File: config.mk
export PLATFORM = sky130hd
export DESIGN_NAME = binned_count_record_deframer
export DESIGN_NICKNAME = d
export VERILOG_FILES = /design/src/rtl/bcrd_pkg.sv /design/src/rtl/bcrd_front.sv /design/src/rtl/bcrd_queue.sv /design/src/rtl/bcrd_back.sv /design/src/rtl/binned_count_record_deframer.sv
export SDC_FILE = /design/constraint.sdc
export NUM_CORES = 1
export LEC_CHECK = 0
export ABC_AREA = 1
export BUFFER_PORTS_ARGS = -buffer_cell sky130_fd_sc_hd__buf_2
export CORE_MARGIN = 4
export CORE_UTILIZATION = 62
export CTS_BUF_LIST = sky130_fd_sc_hd__clkbuf_16
export DETAILED_ROUTE_END_ITERATION = 16
export GPL_TIMING_DRIVEN = 0
export PLACE_DENSITY = 0.85
export SLEW_MARGIN = 10
export SYNTH_ARGS = -nofsm -noshare
export SYNTH_HDL_FRONTEND = slang
export SYNTH_SLANG_ARGS = --single-unit
File: constraint.sdc
create_clock -name clk -period 8.2 [get_ports clk]
set_input_delay 2.05 -clock clk [delete_from_list [all_inputs] [get_ports clk]]
set_output_delay 2.05 -clock clk [all_outputs]
set_load 0.02 [all_outputs]
File: src/rtl/bcrd_pkg.sv
// Shared types and constants for the binned count record deframer.
// No dependencies; every other file in rtl/ imports this package.
package bcrd_pkg;

	localparam int DATA_W    = 8;
	localparam int LEN_W     = 16;
	localparam int FMT_W     = 16;
	localparam int STAMP_W   = 48;
	localparam int TIME_W    = 49;
	localparam int IDX_W     = 12;
	localparam int NB_W      = 13;
	localparam int POS_W     = 4;
	localparam int SPAN_SH   = 16;

	localparam int MAX_BINS  = 4096;
	localparam int BIN_W     = $clog2(MAX_BINS + 1);
	localparam int HDR_BYTES = 10;

	localparam logic [FMT_W-1:0] FORMAT_RESET = 16'd300;
	localparam logic [NB_W-1:0]  NB_SAT       = {NB_W{1'b1}};

	localparam int QUEUE_DEPTH_DEF = 2;

	typedef enum logic [1:0] {
		KIND_HEADER  = 2'd0,
		KIND_BIN     = 2'd1,
		KIND_ERR_FMT = 2'd2,
		KIND_ERR_BIN = 2'd3
	} kind_t;

	// One classified work item handed from the parser to the output side.
	typedef struct packed {
		kind_t              kind;
		logic [STAMP_W-1:0] stamp;
		logic [IDX_W-1:0]   index;
		logic [DATA_W-1:0]  count;
		logic [LEN_W-1:0]   length;
		logic [NB_W-1:0]    nbins;
		logic               gap;
		logic               ooo;
		logic               last;
		logic [FMT_W-1:0]   format;
	} cmd_t;

endpackage

File: src/rtl/bcrd_front.sv
// Byte parser: walks the record header, checks the format word and the bin count,
// and turns each byte into at most one command. Depends on bcrd_pkg.
module bcrd_front (
	input  logic                       clk,
	input  logic                       arst_n,
	input  logic                       byte_accept,
	input  logic [bcrd_pkg::DATA_W-1:0] data_byte,
	input  logic [bcrd_pkg::FMT_W-1:0]  expected_format,
	output logic                       cmd_push,
	output bcrd_pkg::cmd_t             cmd
);
	import bcrd_pkg::*;

	localparam logic [POS_W-1:0] POS_LEN_LO  = POS_W'(1);
	localparam logic [POS_W-1:0] POS_FMT     = POS_W'(2);
	localparam logic [POS_W-1:0] POS_FMT_LO  = POS_W'(3);
	localparam logic [POS_W-1:0] POS_STAMP   = POS_W'(4);
	localparam logic [POS_W-1:0] POS_LAST    = POS_W'(HDR_BYTES - 1);

	logic [POS_W-1:0]   pos_q;
	logic [LEN_W-1:0]   length_q;
	logic [FMT_W-1:0]   format_q;
	logic [STAMP_W-1:0] stamp_q;
	logic [LEN_W-1:0]   nb_q;
	logic [TIME_W-1:0]  expect_q;
	logic               prev_nz_q;
	logic [BIN_W-1:0]   bins_before_q;
	logic [BIN_W-1:0]   bins_left_q;
	logic [IDX_W-1:0]   bin_ctr_q;
	logic               halted_q;

	logic [LEN_W-1:0]   len_new;
	logic [FMT_W-1:0]   fmt_new;
	logic [STAMP_W-1:0] stamp_new;
	logic               work;
	logic               too_many;

	assign len_new   = {length_q[LEN_W-DATA_W-1:0], data_byte};
	assign fmt_new   = {format_q[FMT_W-DATA_W-1:0], data_byte};
	assign stamp_new = {stamp_q[STAMP_W-DATA_W-1:0], data_byte};
	assign work      = byte_accept && !halted_q;
	assign too_many  = nb_q > LEN_W'(MAX_BINS);

	always_comb begin
		cmd_push   = 1'b0;
		cmd        = '0;
		cmd.kind   = KIND_HEADER;
		cmd.length = length_q;
		cmd.format = format_q;
		if (work) begin
			if (bins_left_q != '0) begin
				cmd_push  = 1'b1;
				cmd.kind  = KIND_BIN;
				cmd.stamp = stamp_q;
				cmd.index = bin_ctr_q;
				cmd.count = data_byte;
				cmd.nbins = NB_W'(bins_before_q);
				cmd.last  = (bins_left_q == BIN_W'(1));
			end else if (pos_q == POS_FMT_LO) begin
				if (fmt_new != expected_format) begin
					cmd_push   = 1'b1;
					cmd.kind   = KIND_ERR_FMT;
					cmd.format = fmt_new;
				end
			end else if (pos_q == POS_LAST) begin
				cmd_push  = 1'b1;
				cmd.stamp = stamp_new;
				if (too_many) begin
					cmd.kind  = KIND_ERR_BIN;
					cmd.nbins = (nb_q > LEN_W'(NB_SAT)) ? NB_SAT : NB_W'(nb_q);
				end else begin
					cmd.kind  = KIND_HEADER;
					cmd.nbins = NB_W'(nb_q);
					// A zero previous stamp means there is nothing to compare against.
					cmd.gap   = prev_nz_q && ({1'b0, stamp_new} > expect_q);
					cmd.ooo   = prev_nz_q && ({1'b0, stamp_new} < expect_q);
				end
			end
		end
	end

	always_ff @(posedge clk or negedge arst_n) begin
		if (!arst_n) begin
			pos_q         <= '0;
			length_q      <= '0;
			format_q      <= '0;
			stamp_q       <= '0;
			nb_q          <= '0;
			expect_q      <= '0;
			prev_nz_q     <= 1'b0;
			bins_before_q <= '0;
			bins_left_q   <= '0;
			bin_ctr_q     <= '0;
			halted_q      <= 1'b0;
		end else if (work) begin
			if (bins_left_q != '0) begin
				bins_left_q <= bins_left_q - BIN_W'(1);
				bin_ctr_q   <= bin_ctr_q + IDX_W'(1);
			end else if (pos_q < POS_FMT) begin
				length_q <= len_new;
				pos_q    <= pos_q + POS_W'(1);
				if (pos_q == POS_LEN_LO) begin
					nb_q <= (len_new >= LEN_W'(HDR_BYTES)) ? len_new - LEN_W'(HDR_BYTES) : '0;
				end
			end else if (pos_q < POS_STAMP) begin
				format_q <= fmt_new;
				pos_q    <= pos_q + POS_W'(1);
				if (pos_q == POS_FMT_LO && fmt_new != expected_format) begin
					halted_q <= 1'b1;
				end
			end else begin
				stamp_q <= stamp_new;
				if (pos_q == POS_LAST) begin
					pos_q <= '0;
					if (too_many) begin
						halted_q <= 1'b1;
					end else begin
						bins_before_q <= BIN_W'(nb_q);
						bins_left_q   <= BIN_W'(nb_q);
						bin_ctr_q     <= '0;
						prev_nz_q     <= (stamp_new != '0);
						expect_q      <= {1'b0, stamp_new} + (TIME_W'(nb_q) << SPAN_SH);
					end
				end else begin
					pos_q <= pos_q + POS_W'(1);
				end
			end
		end
	end

endmodule

File: src/rtl/bcrd_queue.sv
// Small circular command queue between the parser and the output side.
// Depends on bcrd_pkg for the command type.
module bcrd_queue #(
	parameter int DEPTH = bcrd_pkg::QUEUE_DEPTH_DEF
) (
	input  logic           clk,
	input  logic           arst_n,
	input  logic           push,
	input  bcrd_pkg::cmd_t push_cmd,
	input  logic           pop,
	output logic           full,
	output logic           not_empty,
	output bcrd_pkg::cmd_t head
);
	import bcrd_pkg::*;

	localparam int PTR_W = (DEPTH > 1) ? $clog2(DEPTH) : 1;
	localparam int CNT_W = $clog2(DEPTH + 1);

	cmd_t             mem_q [DEPTH];
	logic [PTR_W-1:0] wr_ptr_q;
	logic [PTR_W-1:0] rd_ptr_q;
	logic [CNT_W-1:0] count_q;
	logic             do_push;
	logic             do_pop;

	assign full      = (count_q == CNT_W'(DEPTH));
	assign not_empty = (count_q != '0);
	assign do_push   = push && !full;
	assign do_pop    = pop && not_empty;
	assign head      = mem_q[rd_ptr_q];

	always_ff @(posedge clk) begin
		if (do_push) begin
			mem_q[wr_ptr_q] <= push_cmd;
		end
	end

	always_ff @(posedge clk or negedge arst_n) begin
		if (!arst_n) begin
			wr_ptr_q <= '0;
			rd_ptr_q <= '0;
			count_q  <= '0;
		end else begin
			if (do_push) begin
				wr_ptr_q <= (wr_ptr_q == PTR_W'(DEPTH - 1)) ? '0 : wr_ptr_q + PTR_W'(1);
			end
			if (do_pop) begin
				rd_ptr_q <= (rd_ptr_q == PTR_W'(DEPTH - 1)) ? '0 : rd_ptr_q + PTR_W'(1);
			end
			if (do_push && !do_pop) begin
				count_q <= count_q + CNT_W'(1);
			end else if (do_pop && !do_push) begin
				count_q <= count_q - CNT_W'(1);
			end
		end
	end

endmodule

File: src/rtl/bcrd_back.sv
// Output side: forms the bin time with one add and holds the result register.
// Depends on bcrd_pkg.
module bcrd_back (
	input  logic                         clk,
	input  logic                         arst_n,
	input  logic                         cmd_avail,
	input  bcrd_pkg::cmd_t               cmd,
	output logic                         cmd_pop,
	output logic                         result_valid,
	input  logic                         result_ready,
	output logic [1:0]                   result_kind,
	output logic [bcrd_pkg::TIME_W-1:0]  time_value,
	output logic [bcrd_pkg::DATA_W-1:0]  bin_count,
	output logic [bcrd_pkg::IDX_W-1:0]   bin_number,
	output logic [bcrd_pkg::LEN_W-1:0]   record_length,
	output logic [bcrd_pkg::NB_W-1:0]    bins_in_record,
	output logic                         time_gap,
	output logic                         out_of_order,
	output logic                         last_bin,
	output logic [bcrd_pkg::FMT_W-1:0]   format_seen
);
	import bcrd_pkg::*;

	logic              valid_q;
	cmd_t              res_q;
	logic [TIME_W-1:0] time_q;
	logic              load;
	logic [TIME_W-1:0] time_sum;

	assign load     = !valid_q || result_ready;
	assign cmd_pop  = load && cmd_avail;
	assign time_sum = {1'b0, cmd.stamp} + (TIME_W'(cmd.index) << SPAN_SH);

	always_ff @(posedge clk or negedge arst_n) begin
		if (!arst_n) begin
			valid_q <= 1'b0;
			res_q   <= '0;
			time_q  <= '0;
		end else if (load) begin
			valid_q <= cmd_avail;
			if (cmd_avail) begin
				res_q  <= cmd;
				time_q <= time_sum;
			end
		end
	end

	assign result_valid   = valid_q;
	assign result_kind    = res_q.kind;
	assign time_value     = time_q;
	assign bin_count      = res_q.count;
	assign bin_number     = res_q.index;
	assign record_length  = res_q.length;
	assign bins_in_record = res_q.nbins;
	assign time_gap       = res_q.gap;
	assign out_of_order   = res_q.ooo;
	assign last_bin       = res_q.last;
	assign format_seen    = res_q.format;

endmodule

File: src/rtl/binned_count_record_deframer.sv
// Top level of the binned count record deframer: parser, command queue, output stage.
// Depends on bcrd_pkg, bcrd_front, bcrd_queue and bcrd_back.
//
// Usage:
//   The input channel (data_valid, data_ready, data_byte) carries one stream byte
//   per transaction. Records are a 2-byte length, a 2-byte format word, a 6-byte
//   timestamp and then length minus 10 count bytes, all big-endian.
//   The output channel (result_valid, result_ready and the result fields) carries
//   one header result per record, one bin result per count byte, or one error result.
//   cfg_write_en / cfg_write_data set the expected format word; write it only while
//   the block is idle.
//   Throughput is one byte per cycle while the command queue has room. A byte that
//   produces a result is classified by the parser into the command queue at the
//   accepting edge; the output stage then takes it from the queue, adds the bin
//   offset to the timestamp and registers the result.
//   When the receiver stalls, results collect in the queue; data_ready drops only
//   once the queue is full, so the input side keeps moving through short stalls.
//   After an error result the parser halts: further bytes are still accepted but
//   ignored until reset. Reset (arst_n low) clears the parser, the queue and the
//   output register, and restores the expected format word to 300.
module binned_count_record_deframer #(
	parameter int QUEUE_DEPTH = bcrd_pkg::QUEUE_DEPTH_DEF
) (
	input  logic                         clk,
	input  logic                         arst_n,
	input  logic                         cfg_write_en,
	input  logic [bcrd_pkg::FMT_W-1:0]   cfg_write_data,
	input  logic                         data_valid,
	output logic                         data_ready,
	input  logic [bcrd_pkg::DATA_W-1:0]  data_byte,
	output logic                         result_valid,
	input  logic                         result_ready,
	output logic [1:0]                   result_kind,
	output logic [bcrd_pkg::TIME_W-1:0]  time_value,
	output logic [bcrd_pkg::DATA_W-1:0]  bin_count,
	output logic [bcrd_pkg::IDX_W-1:0]   bin_number,
	output logic [bcrd_pkg::LEN_W-1:0]   record_length,
	output logic [bcrd_pkg::NB_W-1:0]    bins_in_record,
	output logic                         time_gap,
	output logic                         out_of_order,
	output logic                         last_bin,
	output logic [bcrd_pkg::FMT_W-1:0]   format_seen
);
	import bcrd_pkg::*;

	logic [FMT_W-1:0] expected_format_q;
	logic             byte_accept;
	logic             cmd_push;
	cmd_t             cmd_in;
	logic             q_full;
	logic             q_not_empty;
	logic             q_pop;
	cmd_t             q_head;

	// The expected format word is the only configuration register.
	always_ff @(posedge clk or negedge arst_n) begin
		if (!arst_n) begin
			expected_format_q <= FORMAT_RESET;
		end else if (cfg_write_en) begin
			expected_format_q <= cfg_write_data;
		end
	end

	assign data_ready  = !q_full;
	assign byte_accept = data_valid && data_ready;

	bcrd_front u_front (
		.clk             (clk),
		.arst_n          (arst_n),
		.byte_accept     (byte_accept),
		.data_byte       (data_byte),
		.expected_format (expected_format_q),
		.cmd_push        (cmd_push),
		.cmd             (cmd_in)
	);

	bcrd_queue #(
		.DEPTH (QUEUE_DEPTH)
	) u_queue (
		.clk       (clk),
		.arst_n    (arst_n),
		.push      (cmd_push),
		.push_cmd  (cmd_in),
		.pop       (q_pop),
		.full      (q_full),
		.not_empty (q_not_empty),
		.head      (q_head)
	);

	bcrd_back u_back (
		.clk            (clk),
		.arst_n         (arst_n),
		.cmd_avail      (q_not_empty),
		.cmd            (q_head),
		.cmd_pop        (q_pop),
		.result_valid   (result_valid),
		.result_ready   (result_ready),
		.result_kind    (result_kind),
		.time_value     (time_value),
		.bin_count      (bin_count),
		.bin_number     (bin_number),
		.record_length  (record_length),
		.bins_in_record (bins_in_record),
		.time_gap       (time_gap),
		.out_of_order   (out_of_order),
		.last_bin       (last_bin),
		.format_seen    (format_seen)
	);

endmodule

==> results_dict.tcl, run 1 <==
set metrics [dict create \
    syn-cell-area_sq_um 27100 \
    gp_congestion 0.975 \
    drt_iter0_drc 2531 \
    clk_latency_ns 0.61 \
    finalHoldViolCount 0 \
    htreeDepth 2 \
    ys_warn_count 0 \
    place_inst 3731 \
    syn_to_final_growth_pct 13.1 \
    min_period_ns 4.52 \
    cts_resized 0 \
    die_w_um 217 \
    grt-ovfl-total 0 \
    vias_per_cell 5.92 \
    regArea_sq_um 15300 \
    antenna_found_initial 1 \
    core_area_sq_um 43200 \
    mostFrequentLayoutCells "898 x nand2_1, 325 x dfrtp_1, 309 x inv_1" \
    ctsRootBufferMaster "clkbuf_16" \
    drc_errors 0 \
    comb_power_share 0.330 \
    path_clk_slew_ns 0.06 \
    powerDensity_nw_per_um2 289 \
    rsz0062_at_grt "false" \
    start_kind "input pin" \
    grt_pass1_vias 22200 \
    synth_cell_types 49 \
    final_common_cell "nand2_1" \
    grt_max_degree 99 \
    slew_viol_final 0 \
    setup-violations-final 0 \
    whs_ns 0.472 \
    p_switching_w 0.00333 \
    dieArea_sq_um 47100 \
    pre_cts_ws_ns 3.13 \
    syn_nets 3103 \
    post-cts-setup-buffers 0 \
    port_buffers 148 \
    cellLeakagePower_nw 13.7 \
    crit_type "in -> reg" \
    p_seq_frac 0.382 \
    layout-drive-gt1-share 0.110 \
    cp_max_fo 25 \
    ys_seq_area_frac 0.566 \
    fin_ws_ns 3.68 \
    grt_pass1_wl_mm 123 \
    status "finished clean" \
    fmax_ghz 0.221 \
    clock_path_buffers 3 \
    arrival_ns 4.81 \
    worst_hold_path_type "reg -> reg" \
    cts_sinks 565 \
    yosys_register_bits 565 \
    cts_hold_buf 0 \
    drt-total-wl_mm 79.7 \
    crit_required_ns 8.49 \
    synth.top_cells.by_area "dfrtp_1 30%, edfxtp_1 26%, nand2_1 12%" \
    pwr-share-clk 0.288 \
    grt_use_total 0.337 \
    drt_pass1_iterations 6 \
    synth_area_leader_cell "dfrtp_1" \
    ant_nets 0 \
    fillers 3164 \
    ir_drop_mv 0.213 \
    tightestPinTransition_ns 1.30 \
    final_cells 3836 \
    antenna_cells 0 \
    numCtsBuffers 56 \
    start_util 0.628 \
    postSynthCellCount 2989 \
    wire_per_inst_um 20.8 \
    swShare 0.376 \
    finalClockSkew_ns 0.0256 \
    multi_input_area_sq_um 10100 \
    drv_cap 0 \
    synth_top_area_frac 0.300 \
    endpoint_kind "register" \
    io_pins 150 \
    rows 76 \
    fp.dieH_um 217 \
    vias 22700 \
    dp_hpwl_mm 59.3 \
    fin_nets 3318 \
    intPower_w 0.00551 \
    postLayoutCellArea_sq_um 30600 \
    post-route-period-util 0.551 \
    syn_area_per_cell_sq_um 9.06 \
    cts_tree "yes" \
    postPlaceCellArea_sq_um 28800 \
    slew_headroom 0.124 \
]
[metal layers]
layer  GRT usage  up-vias  wire (um)
met5           0        -         20
met4       0.181        2       5220
met3      0.0568      275       7920
met2       0.537     1320      36200
met1       0.448    10700      30300
li1            -    10400          -
[stage by stage]
| step | util | total power (W) | TNS (ns) |
|---|---|---|---|
| 6_report | 0.710 | 0.00884 | 0 |
| 2_1_floorplan | - | 0.00530 | 0 |
| 4_1_cts | 0.710 | 0.00883 | 0 |
| 3_5_place_dp | 0.668 | 0.00630 | 0 |
| 5_1_grt | 0.710 | 0.00929 | 0 |
| 3_3_place_gp | 0.662 | 0.00620 | -405.43 |
[path summary, 6_finish.rpt]
check | depth (start not counted) | endpoint | start | slack (ns)
max | 14 | u_queue.mem_q[1][46]$_DFFE_PP_ | data_byte[4] | 3.68
min | 2 | u_queue.wr_ptr_q$_DFFE_PN0P_ | u_queue.wr_ptr_q$_DFFE_PN0P_ | 0.47
max reg2reg | 19 | u_back.time_value[42]$_DFFE_PN0P_ | u_queue.rd_ptr_q$_DFFE_PN0P_ | 3.74
min reg2reg | 2 | u_queue.wr_ptr_q$_DFFE_PN0P_ | u_queue.wr_ptr_q$_DFFE_PN0P_ | 0.47
max in group asynchronous | 3 | expected_format_q[2]$_DFFE_PN1P_ | arst_n | 5.42
min in group asynchronous | 1 | u_back.bin_number[7]$_DFFE_PN0P_ | arst_n | 1.41
[sequential cells by signal, indices dropped and copies added, names as in the netlist, 16 cells and up]
signal and flops:
u_front.stamp_q 48, u_queue.mem_q 236, u_back.format_seen 16, u_back.time_value 49, u_front.expect_q 49, u_back.record_length 16
u_front.nb_q 16, expected_format_q 16, u_front.length_q 16, u_front.format_q 16
[synth_stat cells (all sizes together)]
library cell,number
xor2,46
xnor2,18
clkinv,1
mux2,14
nor3,22
o21a,3
dfrtp,325
dfstp,4
nor3b,1
nand3b,3
a21boi,1
and2,2
a31oi,88
nor4,11
edfxtp,236
nand4,41
clkbuf,51
nand3,131
fa,2
a22oi,2
nor2,272
o31ai,2
ha,83
or2,4
o211ai,1
a21oi,50
buf,56
inv,309
o21ai,237
o22ai,62
a21o,1
a211o,1
o21bai,4
nand2,905
[critical path, cell delays in order]
cell and delay (ns):
buf_2 0.22, inv_1 0.55, nand2_1 0.10, nand2_1 0.10, a21oi_1 0.04, nand2_1 0.06, nor2_1 0.05, nand2_1 0.22
nand2_1 0.14, nand2_1 0.10, nand2_1 0.13, nor2_4 0.55, buf_16 0.24, buf_12 0.20
[final cells by class]
class / count / area share
timing repair buffer: 157 / 0.0321
inverter: 310 / 0.0383
multi-input combinational: 2007 / 0.329
sequential: 565 / 0.500
clock buffer: 57 / 0.0466
tap: 585 / 0.0239
buffer: 107 / 0.0172
clock inverter: 48 / 0.0127
[power by group through the flow]
stage / registers (W) / clock network (W) / logic, W
after floorplan: 0.00370 / 0 / 0.00160
after global placement: 0.00342 / 0 / 0.00278
after detailed placement: 0.00342 / 0 / 0.00288
after CTS: 0.00337 / 0.00255 / 0.00290
after global routing: 0.00340 / 0.00268 / 0.00321
final: 0.00338 / 0.00254 / 0.00292
[logic make-up after synthesis]
group                    after synthesis  share of synthesized area
AO/OA/AOI/OAI                        452                     0.0943
XOR/XNOR                              64                     0.0207
adder cells (fa/ha/maj)               85                     0.0398
buffers and inverters                417                     0.0625
flip-flops                           565                      0.566
multiplexers                          14                    0.00582
AND/OR/NAND/NOR                     1392                      0.211
Note: power is estimated with default switching activity, not from simulation.
==> run 2, diff against run 1 <==
--- a/config.mk
+++ b/config.mk
@@ -8,11 +8,11 @@
 export ABC_AREA = 1
 export BUFFER_PORTS_ARGS = -buffer_cell sky130_fd_sc_hd__buf_2
 export CORE_MARGIN = 4
-export CORE_UTILIZATION = 62
+export CORE_UTILIZATION = 56
 export CTS_BUF_LIST = sky130_fd_sc_hd__clkbuf_16
 export DETAILED_ROUTE_END_ITERATION = 16
 export GPL_TIMING_DRIVEN = 0
-export PLACE_DENSITY = 0.85
+export PLACE_DENSITY = 0.81
 export SLEW_MARGIN = 10
 export SYNTH_ARGS = -nofsm -noshare
 export SYNTH_HDL_FRONTEND = slang
==> constraint.sdc (replaced) <==
create_clock -name clk -period 3.7 [get_ports clk]
set_input_delay 0.925 -clock clk [delete_from_list [all_inputs] [get_ports clk]]
set_output_delay 0.925 -clock clk [all_outputs]
set_load 0.02 [all_outputs]
==> run 2 against run 1 <==
Net effect: clock-buffer cell count stayed put; core utilization is 6.8 points lower; first-iteration DRC count up 9.8%; sequential share of layout area stayed put; clock skew shrank 0.0089 ns; critical endpoint is now u_queue.mem_q[1][17]$_DFFE_PP_; largest cell class unchanged.
==> results_dict.tcl, run 2 (synthesis results as in run 1) <==
set metrics [dict create \
    status "finished clean" \
    pwr-share-clk 0.281 \
    drc_errors 0 \
    post-cts-setup-buffers 0 \
    cpPeakStageDelay_ns 0.92 \
    worst_hold_path_type "in -> async" \
    numCtsBuffers 57 \
    ctsRootBufferMaster "clkbuf_16" \
    rsz0062_at_grt "false" \
    finalHoldViolCount 0 \
    io_pins 150 \
    cts_sinks 565 \
    htreeDepth 2 \
    pre_cts_ws_ns -0.495 \
    clk_latency_ns 0.62 \
    p_seq_frac 0.387 \
    post-route-period-util 0.961 \
    slew_viol_final 0 \
    cp_max_fo 10 \
    start_kind "register" \
    finalClockSkew_ns 0.0167 \
    vias 22500 \
    vias_per_cell 5.83 \
    cp_slowest_cell "nor3_1" \
    tightestPinTransition_ns 1.14 \
    fmax_ghz 0.281 \
    crit_required_ns 3.95 \
    mostFrequentLayoutCells "896 x nand2_1, 325 x dfrtp_1, 311 x inv_1" \
    largest_reg_flops 236 \
    grt-ovfl-total 0 \
    crit_type "reg -> reg" \
    min_period_ns 3.56 \
    drt_pass1_iterations 6 \
    worstPathCellList "inv_1 > ha_1 > nand2_2 > nor2_4 > nand3_1 > nor2_1 > buf_4 > nand2_1 > nor3_1" \
    clock_path_buffers 3 \
    slew_headroom 0.232 \
    grt_pass1_wl_mm 123 \
    fin_ws_ns 0.144 \
    ir_drop_mv 0.421 \
    die_w_um 228 \
    arrival_ns 3.81 \
    drv_cap 0 \
    core_area_sq_um 47700 \
    cts_tree "yes" \
    grt_max_degree 106 \
    intPower_w 0.0120 \
    p_switching_w 0.00735 \
    endpoint_kind "register" \
    antenna_found_initial 1 \
    path_clk_slew_ns 0.06 \
    fp.dieH_um 228 \
    grt_pass1_vias 22100 \
    layout-drive-gt1-share 0.110 \
    syn_to_final_growth_pct 13.1 \
    powerDensity_nw_per_um2 632 \
    comb_power_share 0.332 \
    cellLeakagePower_nw 13.7 \
    drt-total-wl_mm 79.2 \
    setup-violations-final 0 \
    wire_per_inst_um 20.5 \
    start_util 0.567 \
    port_buffers 148 \
    rows 80 \
    gp_congestion 1.00 \
    final_common_cell "nand2_1" \
    fin_tns_setup_ns 0 \
    grt_use_total 0.299 \
    dp_hpwl_mm 58.4 \
    dieArea_sq_um 52000 \
    regMostFlops "u_queue.mem_q" \
    swShare 0.379 \
    fin_nets 3317 \
    ant_nets 0 \
    drt_iter0_drc 2779 \
]
run 2: worst paths after layout:
path	to	from	cells after the start	slack (ns)
max	u_queue.mem_q[1][17]$_DFFE_PP_	u_front.bins_left_q[0]$_DFFE_PN0P_	9	0.14
min	u_back.bin_number[8]$_DFFE_PN0P_	arst_n	1	0.21
max reg2reg	u_queue.mem_q[1][17]$_DFFE_PP_	u_front.bins_left_q[0]$_DFFE_PN0P_	9	0.14
min reg2reg	u_queue.mem_q[0][42]$_DFFE_PP_	u_front.length_q[10]$_DFFE_PN0P_	0	0.47
max in group asynchronous	expected_format_q[8]$_DFFE_PN1P_	arst_n	4	1.77
min in group clk	u_queue.mem_q[0][42]$_DFFE_PP_	u_front.length_q[10]$_DFFE_PN0P_	0	0.47
run 2: cell type report:
class                           instances  area (sq um)
Clock inverter                         50           319
Tap cell                              615           769
Clock buffer                           57          1430
Multi-Input combinational cell       2007         10100
Inverter                              310          1180
Antenna cell                            1          2.50
Timing Repair Buffer                  158           981
Buffer                                103           532
Timing Repair inverter                  1          5.00
Sequential cell                       565         15300
Fill cell                            3716         17100
run 2: layer usage:
layer  global-route usage  routed length [um]  share of wire
met2                0.481               36800           0.46
met4                0.157                4690          0.059
met1                0.389               30500           0.38
met5                    0                   0              0
met3               0.0585                7310          0.092
run 2: worst max-delay path, delay by kind of cell (launching register included):
kind                     cells  cell delay [ns]
buffers and inverters        2             0.51
adder cells (fa/ha/maj)      1             0.26
flip-flops                   1             0.40
AND/OR/NAND/NOR              6             2.02
run 2: repair_timing:
item | 4_1_cts | 5_1_grt
endpoints found under the setup margin | 25 | 51
hold endpoints to repair | 0 | 0
gates cloned | 0 | 1
hold buffers | 0 | 0
gates resized for setup | 1 | 8
run 2: through the flow:
step / hold WS, ns / cell area [sq um] / total power (W) / util / std cells
after floorplan: 0.442 / 27100 / 0.0117 / - / 2989
after global placement: 0.456 / 28600 / 0.0137 / 0.600 / 3752
after detailed placement: 0.461 / 28900 / 0.0139 / 0.605 / 3762
after CTS: 0.207 / 30600 / 0.0193 / 0.641 / 3866
after global routing: 0.216 / 30600 / 0.0204 / 0.642 / 3866
final: 0.210 / 30600 / 0.0194 / 0.642 / 3867
run 2: power by group through the flow:
stage / Clock, W / Combinational [W] / Sequential, W
after floorplan: 0 / 0.00355 / 0.00820
after global placement: 0 / 0.00613 / 0.00758
after detailed placement: 0 / 0.00633 / 0.00759
after CTS: 0.00549 / 0.00637 / 0.00748
after global routing: 0.00580 / 0.00708 / 0.00754
final: 0.00545 / 0.00642 / 0.00749
